$ cat src/rtl/core/rgb2hsv_pkg.sv
`timescale 1ns / 1ps

package rgb2hsv_pkg;

    // channel width and divider geometry
    localparam int CHAN_W    = 16;
    localparam int HDEN_W    = 19;          // holds 6 * (max - min)
    localparam int DIV_STEPS = CHAN_W;      // one quotient bit per stage
    localparam int FRONT_STAGES = 3;
    localparam int LATENCY   = FRONT_STAGES + DIV_STEPS;

    // hue sector codes
    localparam logic [1:0] SECT_RED   = 2'd0;
    localparam logic [1:0] SECT_GREEN = 2'd1;
    localparam logic [1:0] SECT_BLUE  = 2'd2;

    typedef struct packed {
        logic [CHAN_W-1:0] red_in;
        logic [CHAN_W-1:0] green_in;
        logic [CHAN_W-1:0] blue_in;
    } t_rgb_in;

    typedef struct packed {
        logic [CHAN_W-1:0] hue_out;
        logic [CHAN_W-1:0] saturation_out;
        logic [CHAN_W-1:0] value_out;
    } t_hsv_out;

    // state of both dividers between two pipeline stages
    typedef struct packed {
        logic [HDEN_W-1:0] hue_rem;
        logic [HDEN_W-1:0] hue_den;
        logic [CHAN_W-1:0] hue_quo;
        logic [CHAN_W-1:0] sat_rem;
        logic [CHAN_W-1:0] sat_shift;
        logic [CHAN_W-1:0] sat_quo;
        logic [CHAN_W-1:0] vmax;
        logic              zero;
    } t_div_data;

endpackage

$ cat src/rtl/core/rgb2hsv_front.sv
`timescale 1ns / 1ps

module rgb2hsv_front (
    input  logic                  i_clk,
    input  logic                  i_rst_n,
    input  logic                  i_valid,
    input  rgb2hsv_pkg::t_rgb_in  i_pixel,
    output logic                  o_valid,
    output rgb2hsv_pkg::t_div_data o_div
);
    import rgb2hsv_pkg::*;

    // stage 1 registers: channels, extremes, sector
    logic              r_s1_valid;
    logic [CHAN_W-1:0] r_s1_red, r_s1_green, r_s1_blue, r_s1_max, r_s1_min;
    logic [1:0]        r_s1_sect;
    logic [CHAN_W-1:0] n_s1_max, n_s1_min;
    logic [1:0]        n_s1_sect;

    // stage 2 registers: spread and signed channel difference
    logic              r_s2_valid;
    logic [CHAN_W-1:0] r_s2_delta, r_s2_max;
    logic [CHAN_W:0]   r_s2_diff;
    logic [1:0]        r_s2_sect;
    logic [CHAN_W:0]   n_s2_diff;

    // stage 3 registers: divider operands
    logic              r_s3_valid;
    t_div_data         r_s3_div;
    t_div_data         n_s3_div;
    logic [HDEN_W-1:0] w_d2, w_d4, w_d6, w_add;
    logic [HDEN_W:0]   w_num;

    // max, min and sector with ties going red, then green
    always_comb begin
        if (i_pixel.red_in >= i_pixel.green_in && i_pixel.red_in >= i_pixel.blue_in) begin
            n_s1_sect = SECT_RED;
            n_s1_max  = i_pixel.red_in;
        end else if (i_pixel.green_in >= i_pixel.blue_in) begin
            n_s1_sect = SECT_GREEN;
            n_s1_max  = i_pixel.green_in;
        end else begin
            n_s1_sect = SECT_BLUE;
            n_s1_max  = i_pixel.blue_in;
        end
        if (i_pixel.red_in <= i_pixel.green_in) begin
            n_s1_min = (i_pixel.red_in <= i_pixel.blue_in) ? i_pixel.red_in : i_pixel.blue_in;
        end else begin
            n_s1_min = (i_pixel.green_in <= i_pixel.blue_in) ? i_pixel.green_in
                                                             : i_pixel.blue_in;
        end
    end

    // difference of the two non-leading channels
    always_comb begin
        case (r_s1_sect)
            SECT_RED:   n_s2_diff = {1'b0, r_s1_green} - {1'b0, r_s1_blue};
            SECT_GREEN: n_s2_diff = {1'b0, r_s1_blue} - {1'b0, r_s1_red};
            default:    n_s2_diff = {1'b0, r_s1_red} - {1'b0, r_s1_green};
        endcase
    end

    // hue numerator with sector offset and wrap, saturation dividend split
    assign w_d2 = HDEN_W'({r_s2_delta, 1'b0});
    assign w_d4 = HDEN_W'({r_s2_delta, 2'b00});
    assign w_d6 = w_d2 + w_d4;

    always_comb begin
        case (r_s2_sect)
            SECT_RED:   w_add = r_s2_diff[CHAN_W] ? w_d6 : '0;
            SECT_GREEN: w_add = w_d2;
            default:    w_add = w_d4;
        endcase
        w_num = {{(HDEN_W - CHAN_W){r_s2_diff[CHAN_W]}}, r_s2_diff} + {1'b0, w_add};

        n_s3_div.hue_rem   = w_num[HDEN_W-1:0];
        n_s3_div.hue_den   = w_d6;
        n_s3_div.hue_quo   = '0;
        // delta * 65535 = (delta << 16) - delta, split into high and low halves
        n_s3_div.sat_rem   = r_s2_delta - CHAN_W'(r_s2_delta != '0);
        n_s3_div.sat_shift = CHAN_W'(-r_s2_delta);
        n_s3_div.sat_quo   = '0;
        n_s3_div.vmax      = r_s2_max;
        n_s3_div.zero      = (r_s2_delta == '0);
    end

    // valid chain
    always_ff @(posedge i_clk) begin
        if (!i_rst_n) begin
            r_s1_valid <= 1'b0;
            r_s2_valid <= 1'b0;
            r_s3_valid <= 1'b0;
        end else begin
            r_s1_valid <= i_valid;
            r_s2_valid <= r_s1_valid;
            r_s3_valid <= r_s2_valid;
        end
    end

    // payload registers
    always_ff @(posedge i_clk) begin
        r_s1_red   <= i_pixel.red_in;
        r_s1_green <= i_pixel.green_in;
        r_s1_blue  <= i_pixel.blue_in;
        r_s1_max   <= n_s1_max;
        r_s1_min   <= n_s1_min;
        r_s1_sect  <= n_s1_sect;
        r_s2_delta <= r_s1_max - r_s1_min;
        r_s2_max   <= r_s1_max;
        r_s2_diff  <= n_s2_diff;
        r_s2_sect  <= r_s1_sect;
        r_s3_div   <= n_s3_div;
    end

    assign o_valid = r_s3_valid;
    assign o_div   = r_s3_div;

endmodule

$ cat src/rtl/core/rgb2hsv_div_step.sv
`timescale 1ns / 1ps

module rgb2hsv_div_step (
    input  logic                   i_clk,
    input  logic                   i_rst_n,
    input  logic                   i_valid,
    input  rgb2hsv_pkg::t_div_data i_data,
    output logic                   o_valid,
    output rgb2hsv_pkg::t_div_data o_data
);
    import rgb2hsv_pkg::*;

    logic              r_valid;
    t_div_data         r_data;
    t_div_data         n_data;
    logic [HDEN_W:0]   w_hue_sh;
    logic              w_hue_ge;
    logic [CHAN_W:0]   w_sat_sh;
    logic              w_sat_ge;

    // one restoring step for hue and for saturation
    always_comb begin
        w_hue_sh = {i_data.hue_rem, 1'b0};
        w_hue_ge = (w_hue_sh >= {1'b0, i_data.hue_den});
        w_sat_sh = {i_data.sat_rem, i_data.sat_shift[CHAN_W-1]};
        w_sat_ge = (w_sat_sh >= {1'b0, i_data.vmax});

        n_data           = i_data;
        n_data.hue_rem   = w_hue_ge ? HDEN_W'(w_hue_sh - {1'b0, i_data.hue_den})
                                    : w_hue_sh[HDEN_W-1:0];
        n_data.hue_quo   = {i_data.hue_quo[CHAN_W-2:0], w_hue_ge};
        n_data.sat_rem   = w_sat_ge ? CHAN_W'(w_sat_sh - {1'b0, i_data.vmax})
                                    : w_sat_sh[CHAN_W-1:0];
        n_data.sat_shift = {i_data.sat_shift[CHAN_W-2:0], 1'b0};
        n_data.sat_quo   = {i_data.sat_quo[CHAN_W-2:0], w_sat_ge};
    end

    always_ff @(posedge i_clk) begin
        if (!i_rst_n) begin
            r_valid <= 1'b0;
        end else begin
            r_valid <= i_valid;
        end
    end

    always_ff @(posedge i_clk) begin
        r_data <= n_data;
    end

    assign o_valid = r_valid;
    assign o_data  = r_data;

endmodule

$ cat src/rtl/core/rgb_to_hsv_converter.sv
`timescale 1ns / 1ps
// RGB to HSV converter, 16 bits per channel.
// Input: a pixel on i_pixel is transferred at each rising edge where start is
// high and busy is low. busy is always low, so a pixel may be offered in
// every cycle and the block sustains one pixel per clock.
// Output: each result sits on o_hsv for exactly one cycle, flagged by o_done;
// the receiver has no way to hold it off, and results come out in the order
// pixels went in.
// Three front stages find max, min, sector and the divider operands; then
// 16 stages of a pipelined restoring divider produce one bit each of hue
// and saturation quotient, and the result leaves the last divider stage.
// Black and grey pixels give hue and saturation of zero.
// Reset (i_rst_n low, synchronous) clears all stage valid bits; pixels in
// flight are dropped and o_done stays low until new pixels arrive.
module rgb_to_hsv_converter (
    input  logic                  i_clk,
    input  logic                  i_rst_n,
    input  logic                  start,
    output logic                  busy,
    input  rgb2hsv_pkg::t_rgb_in  i_pixel,
    output logic                  o_done,
    output rgb2hsv_pkg::t_hsv_out o_hsv
);
    import rgb2hsv_pkg::*;

    logic [DIV_STEPS:0] w_valid;
    t_div_data          w_data [0:DIV_STEPS];
    t_div_data          w_last;

    // pipeline never stalls
    assign busy = 1'b0;

    // front stages
    rgb2hsv_front u_front (
        .i_clk   (i_clk),
        .i_rst_n (i_rst_n),
        .i_valid (start && !busy),
        .i_pixel (i_pixel),
        .o_valid (w_valid[0]),
        .o_div   (w_data[0])
    );

    // divider stages, one quotient bit each
    for (genvar k = 0; k < DIV_STEPS; k++) begin : g_div
        rgb2hsv_div_step u_step (
            .i_clk   (i_clk),
            .i_rst_n (i_rst_n),
            .i_valid (w_valid[k]),
            .i_data  (w_data[k]),
            .o_valid (w_valid[k+1]),
            .o_data  (w_data[k+1])
        );
    end

    // result fields, zero hue and saturation for grey pixels
    assign w_last               = w_data[DIV_STEPS];
    assign o_done               = w_valid[DIV_STEPS];
    assign o_hsv.hue_out        = w_last.zero ? '0 : w_last.hue_quo;
    assign o_hsv.saturation_out = w_last.zero ? '0 : w_last.sat_quo;
    assign o_hsv.value_out      = w_last.vmax;

    // checks
    a_done_follows_start: assert property (@(posedge i_clk) disable iff (!i_rst_n)
        o_done |-> $past(start, LATENCY))
        else $error("result without a matching transfer");

    a_grey_hue_zero: assert property (@(posedge i_clk) disable iff (!i_rst_n)
        o_done && o_hsv.saturation_out == '0 |-> o_hsv.hue_out == '0)
        else $error("nonzero hue with zero saturation");

    a_black_sat_zero: assert property (@(posedge i_clk) disable iff (!i_rst_n)
        o_done && o_hsv.value_out == '0 |-> o_hsv.saturation_out == '0)
        else $error("nonzero saturation for black pixel");

endmodule

$ cat config.mk
export PLATFORM = sky130hd
export DESIGN_NAME = rgb_to_hsv_converter
export DESIGN_NICKNAME = d
export VERILOG_FILES = /design/src/rtl/core/rgb2hsv_pkg.sv /design/src/rtl/core/rgb2hsv_front.sv /design/src/rtl/core/rgb2hsv_div_step.sv /design/src/rtl/core/rgb_to_hsv_converter.sv
export SDC_FILE = /design/constraint.sdc
export NUM_CORES = 2
export LEC_CHECK = 0
export BUFFER_PORTS_ARGS = -buffer_cell sky130_fd_sc_hd__buf_4
export CAP_MARGIN = 20
export CORE_UTILIZATION = 57
export CTS_CLUSTER_DIAMETER = 50
export CTS_CLUSTER_SIZE = 12
export DETAILED_ROUTE_END_ITERATION = 8
export PLACE_DENSITY = 0.76
export SLEW_MARGIN = 15
export SYNTH_ARGS = -nofsm -noshare
export SYNTH_HDL_FRONTEND = slang
export SYNTH_SLANG_ARGS = --single-unit
$ cat constraint.sdc
create_clock -name i_clk -period 3.67 [get_ports i_clk]
set_input_delay 0.1835 -clock i_clk [delete_from_list [all_inputs] [get_ports i_clk]]
set_output_delay 0.1835 -clock i_clk [all_outputs]
set_load 0.01 [all_outputs]
==> out/metrics.yaml <==
status: "finished clean"
cp_max_fo: 3
cts_tree: "done"
synth-edff-count: 0
initial_core_util_pct: 57.8
insertion_delay_ns: 0.79
first_pass_iters: 5
path_clk_slew_ns: 0.06
synth_fp_nets: 8128
grt_pass1_vias: 51600
die_w_um: 357
report.final.slew_viol_count: 0
tightest_slew_ns: 1.00
drt_iter0_markers: 2982
hold_start: "i_pixel[14]"
synth_seq_cells: 1651
vias: 51200
cp.required_ns: 4.39
numCtsBuffers: 170
max_freq_mhz: 273
worstPathArrival_ns: 4.39
slew_headroom_pct: 33.2
grt.total_usage_pct: 23.8
finalNetCount: 8479
hold_viol: 0
endpoint_kind: "flip-flop"
ys_seq_area_share_pct: 46.0
io_buffers: 99
die_area_um2: 127000
rows: 129
fillers: 9669
finClkSkew_ns: 0.0316
post-route-period-util_pct: 99.9
wl_per_cell_um: 16.2
final_common_cell: "dfxtp_1"
hp-class: "in -> reg"
clock_sinks: 1651
rsz0062_at_grt: "yes"
grt_pass1_wl_mm: 249
drv_cap: 0
seq_area_um2: 33100
start_kind: "flip-flop"
synth_warnings: 0
ant_nets: 0
synth_area_um2: 71800
crit_path_start: "u_front.r_s2_delta[1]"
gp_congestion: 0.968
yosysUniqueCellTypes: 80
multiInputGateArea_um2: 35500
routed_wl_mm: 152
path_class: "reg -> reg"
synthCells: 7335
die_h_um: 357
drcViolationCount: 0
io_pins: 101
stdcell_area_um2: 81400
fin_crit_ns: 3.67
hold_path_end: "u_front.r_s1_blue[14]"
place_area_um2: 75200
reg2reg_depth: 20
dp_hpwl_mm: 116
htree_levels: 4
clockRootBuffer: "clkbuf_16"
reg2reg_to: "u_front.o_div[117]"
synth_top_flop_cell: "dfxtp_1"
ys_async_sr_fraction_pct: 0
r2r-start: "u_front.r_s2_delta[1]"
min_path_cells: 2
drive_above_1_share_pct: 10.9
finalSetupViolCount: 0
clockBufferDepth: 3
coreArea_um2: 124000
antenna_found_initial: 0
final_cell_mix: "dfxtp_1 (1646), inv_1 (805), ha_1 (698), a21oi_1 (486), nor2_1 (472)"
globalRouteOverflowTotal: 0
rrSetupSlack_ns: 0.005
area_growth_pct: 13.5
via_per_inst: 5.45
syn_avg_cell_area_um2: 9.79
grt_max_degree: 37
## cells in the mapped netlist (19+ instances only)
| cell type | n | area, µm² |
|---|---|---|
| a211o_1 | 19 | 166 |
| or2_2 | 19 | 119 |
| a21o_1 | 219 | 1640 |
| a211oi_1 | 38 | 285 |
| nand2b_1 | 94 | 588 |
| and2_1 | 44 | 275 |
| a221oi_1 | 23 | 201 |
| fa_1 | 36 | 721 |
| mux2_2 | 228 | 2570 |
| inv_1 | 809 | 3040 |
| a31oi_1 | 45 | 282 |
| nand3b_1 | 19 | 143 |
| xnor2_1 | 322 | 2820 |
| nand3_1 | 90 | 450 |
| nor3_1 | 92 | 460 |
| o211ai_1 | 35 | 263 |
| nor2_1 | 477 | 1790 |
| clkbuf_1 | 101 | 379 |
| o31ai_1 | 41 | 308 |
| o21ai_0 | 376 | 1880 |
| o21bai_1 | 45 | 338 |
| o22ai_1 | 25 | 156 |
| o21a_1 | 108 | 811 |
| a21oi_1 | 494 | 2470 |
| nor2b_1 | 118 | 738 |
| o31a_1 | 37 | 324 |
| and3_1 | 33 | 206 |
| or3_1 | 42 | 263 |
| nand4_1 | 84 | 526 |
| mux2i_1 | 39 | 390 |
| dfxtp_1 | 1651 | 33100 |
| nand2_1 | 389 | 1460 |
| xor2_1 | 155 | 1360 |
| nor4_1 | 19 | 119 |
| ha_1 | 706 | 8830 |
## cell type report
class / count / share of cell area (%)
multi-input combinational: 4739 / 43.6
sequential: 1651 / 40.6
clock buffer: 195 / 5.47
inverter: 809 / 3.74
timing repair buffer: 315 / 3.14
tap: 1637 / 2.52
clock inverter: 43 / 0.899
antenna: 1 / 0.00307
## per-layer routing
layer,track usage [%],vias up,routed length (µm)
li1,-,26000,-
met3,3.29,408,5280
met4,11.7,0,7120
met5,0,-,0
met2,44.1,1099,76800
met1,26.5,23700,63000
## registers in the layout, indices dropped and copies added (netlist names)
signal,count
g_div.u_step.o_data,1415
g_div.u_step.o_valid,16
u_front.o_div,84
u_front.o_valid,1
u_front.r_s1_blue,16
u_front.r_s1_green,16
u_front.r_s1_max,16
u_front.r_s1_min,16
u_front.r_s1_red,16
u_front.r_s1_sect,2
u_front.r_s1_valid,1
u_front.r_s2_delta,16
u_front.r_s2_diff,17
u_front.r_s2_max,16
u_front.r_s2_sect,2
u_front.r_s2_valid,1
## critical path, stage by stage, from the launching register on
cell      delay, ns
dfxtp_4        0.39
ha_4           0.14
inv_2          0.03
fa_2           0.35
nor2b_2        0.14
o21ai_2        0.09
a21boi_2       0.20
o21a_1         0.15
nor2_2         0.05
buf_4          0.13
xnor2_2        0.13
a221oi_1       0.26
a21oi_1        0.08
ha_2           0.18
a21o_1         0.19
a21oi_1        0.13
o21ai_1        0.10
a21o_1         0.22
a41o_1         0.24
o41ai_4        0.24
xnor2_1        0.15
## cells by family (layout without fill, tap and decap cells)
| family | Yosys count | in the layout | share of synthesized area (%) |
|---|---|---|---|
| AOI/OAI and AO/OA | 1694 | 1694 | 15.2 |
| other | 1 | 2 | 0.00522 |
| DFF | 1651 | 1651 | 46.0 |
| and+or+nand+nor | 1552 | 1552 | 10.3 |
| adders and majority gates | 742 | 742 | 13.3 |
| buffers and inverters | 945 | 1362 | 5.08 |
| xor gates and xnor gates | 477 | 477 | 5.82 |
| muxes | 273 | 273 | 4.25 |
## how the worst max path moves through the flow
stage | to | slack [ns] | depth (start not counted)
detailed placement | u_front.o_div[117] | -0.28 | 19
global placement | u_front.o_div[117] | -0.24 | 19
global route | u_front.o_div[117] | -0.19 | 18
CTS | u_front.o_div[117] | -0.13 | 19
finish | u_front.o_div[117] | 0.005 | 20
floorplan | u_front.o_div[117] | 0.007 | 18
## stage by stage
stage          util [%]  setup WS (ns)  TNS [ns]  hold slack (ns)  std cells
3_3_place_gp       60.5         -0.237    -0.561            0.310       9073
6_report           65.5        0.00494         0           0.0817       9390
4_1_cts            65.4         -0.135    -0.252           0.0420       9387
5_1_grt            65.5         -0.190    -0.583           0.0419       9389
2_1_floorplan         -        0.00708         0            0.211       7335
3_5_place_dp       60.5         -0.282    -0.728            0.312       9073
## timing repair
action | in CTS | in global routing
buffers inserted | 25 | 5
resized for setup | 43 | 24
hold endpoints to repair | 99 | 0
pin swaps | 31 | 32
hold buffers | 51 | 0
setup endpoints to repair | 5 | 37
Power is not shown: default switching activity piles up to over one toggle a cycle in this logic, so the estimate is an artifact.
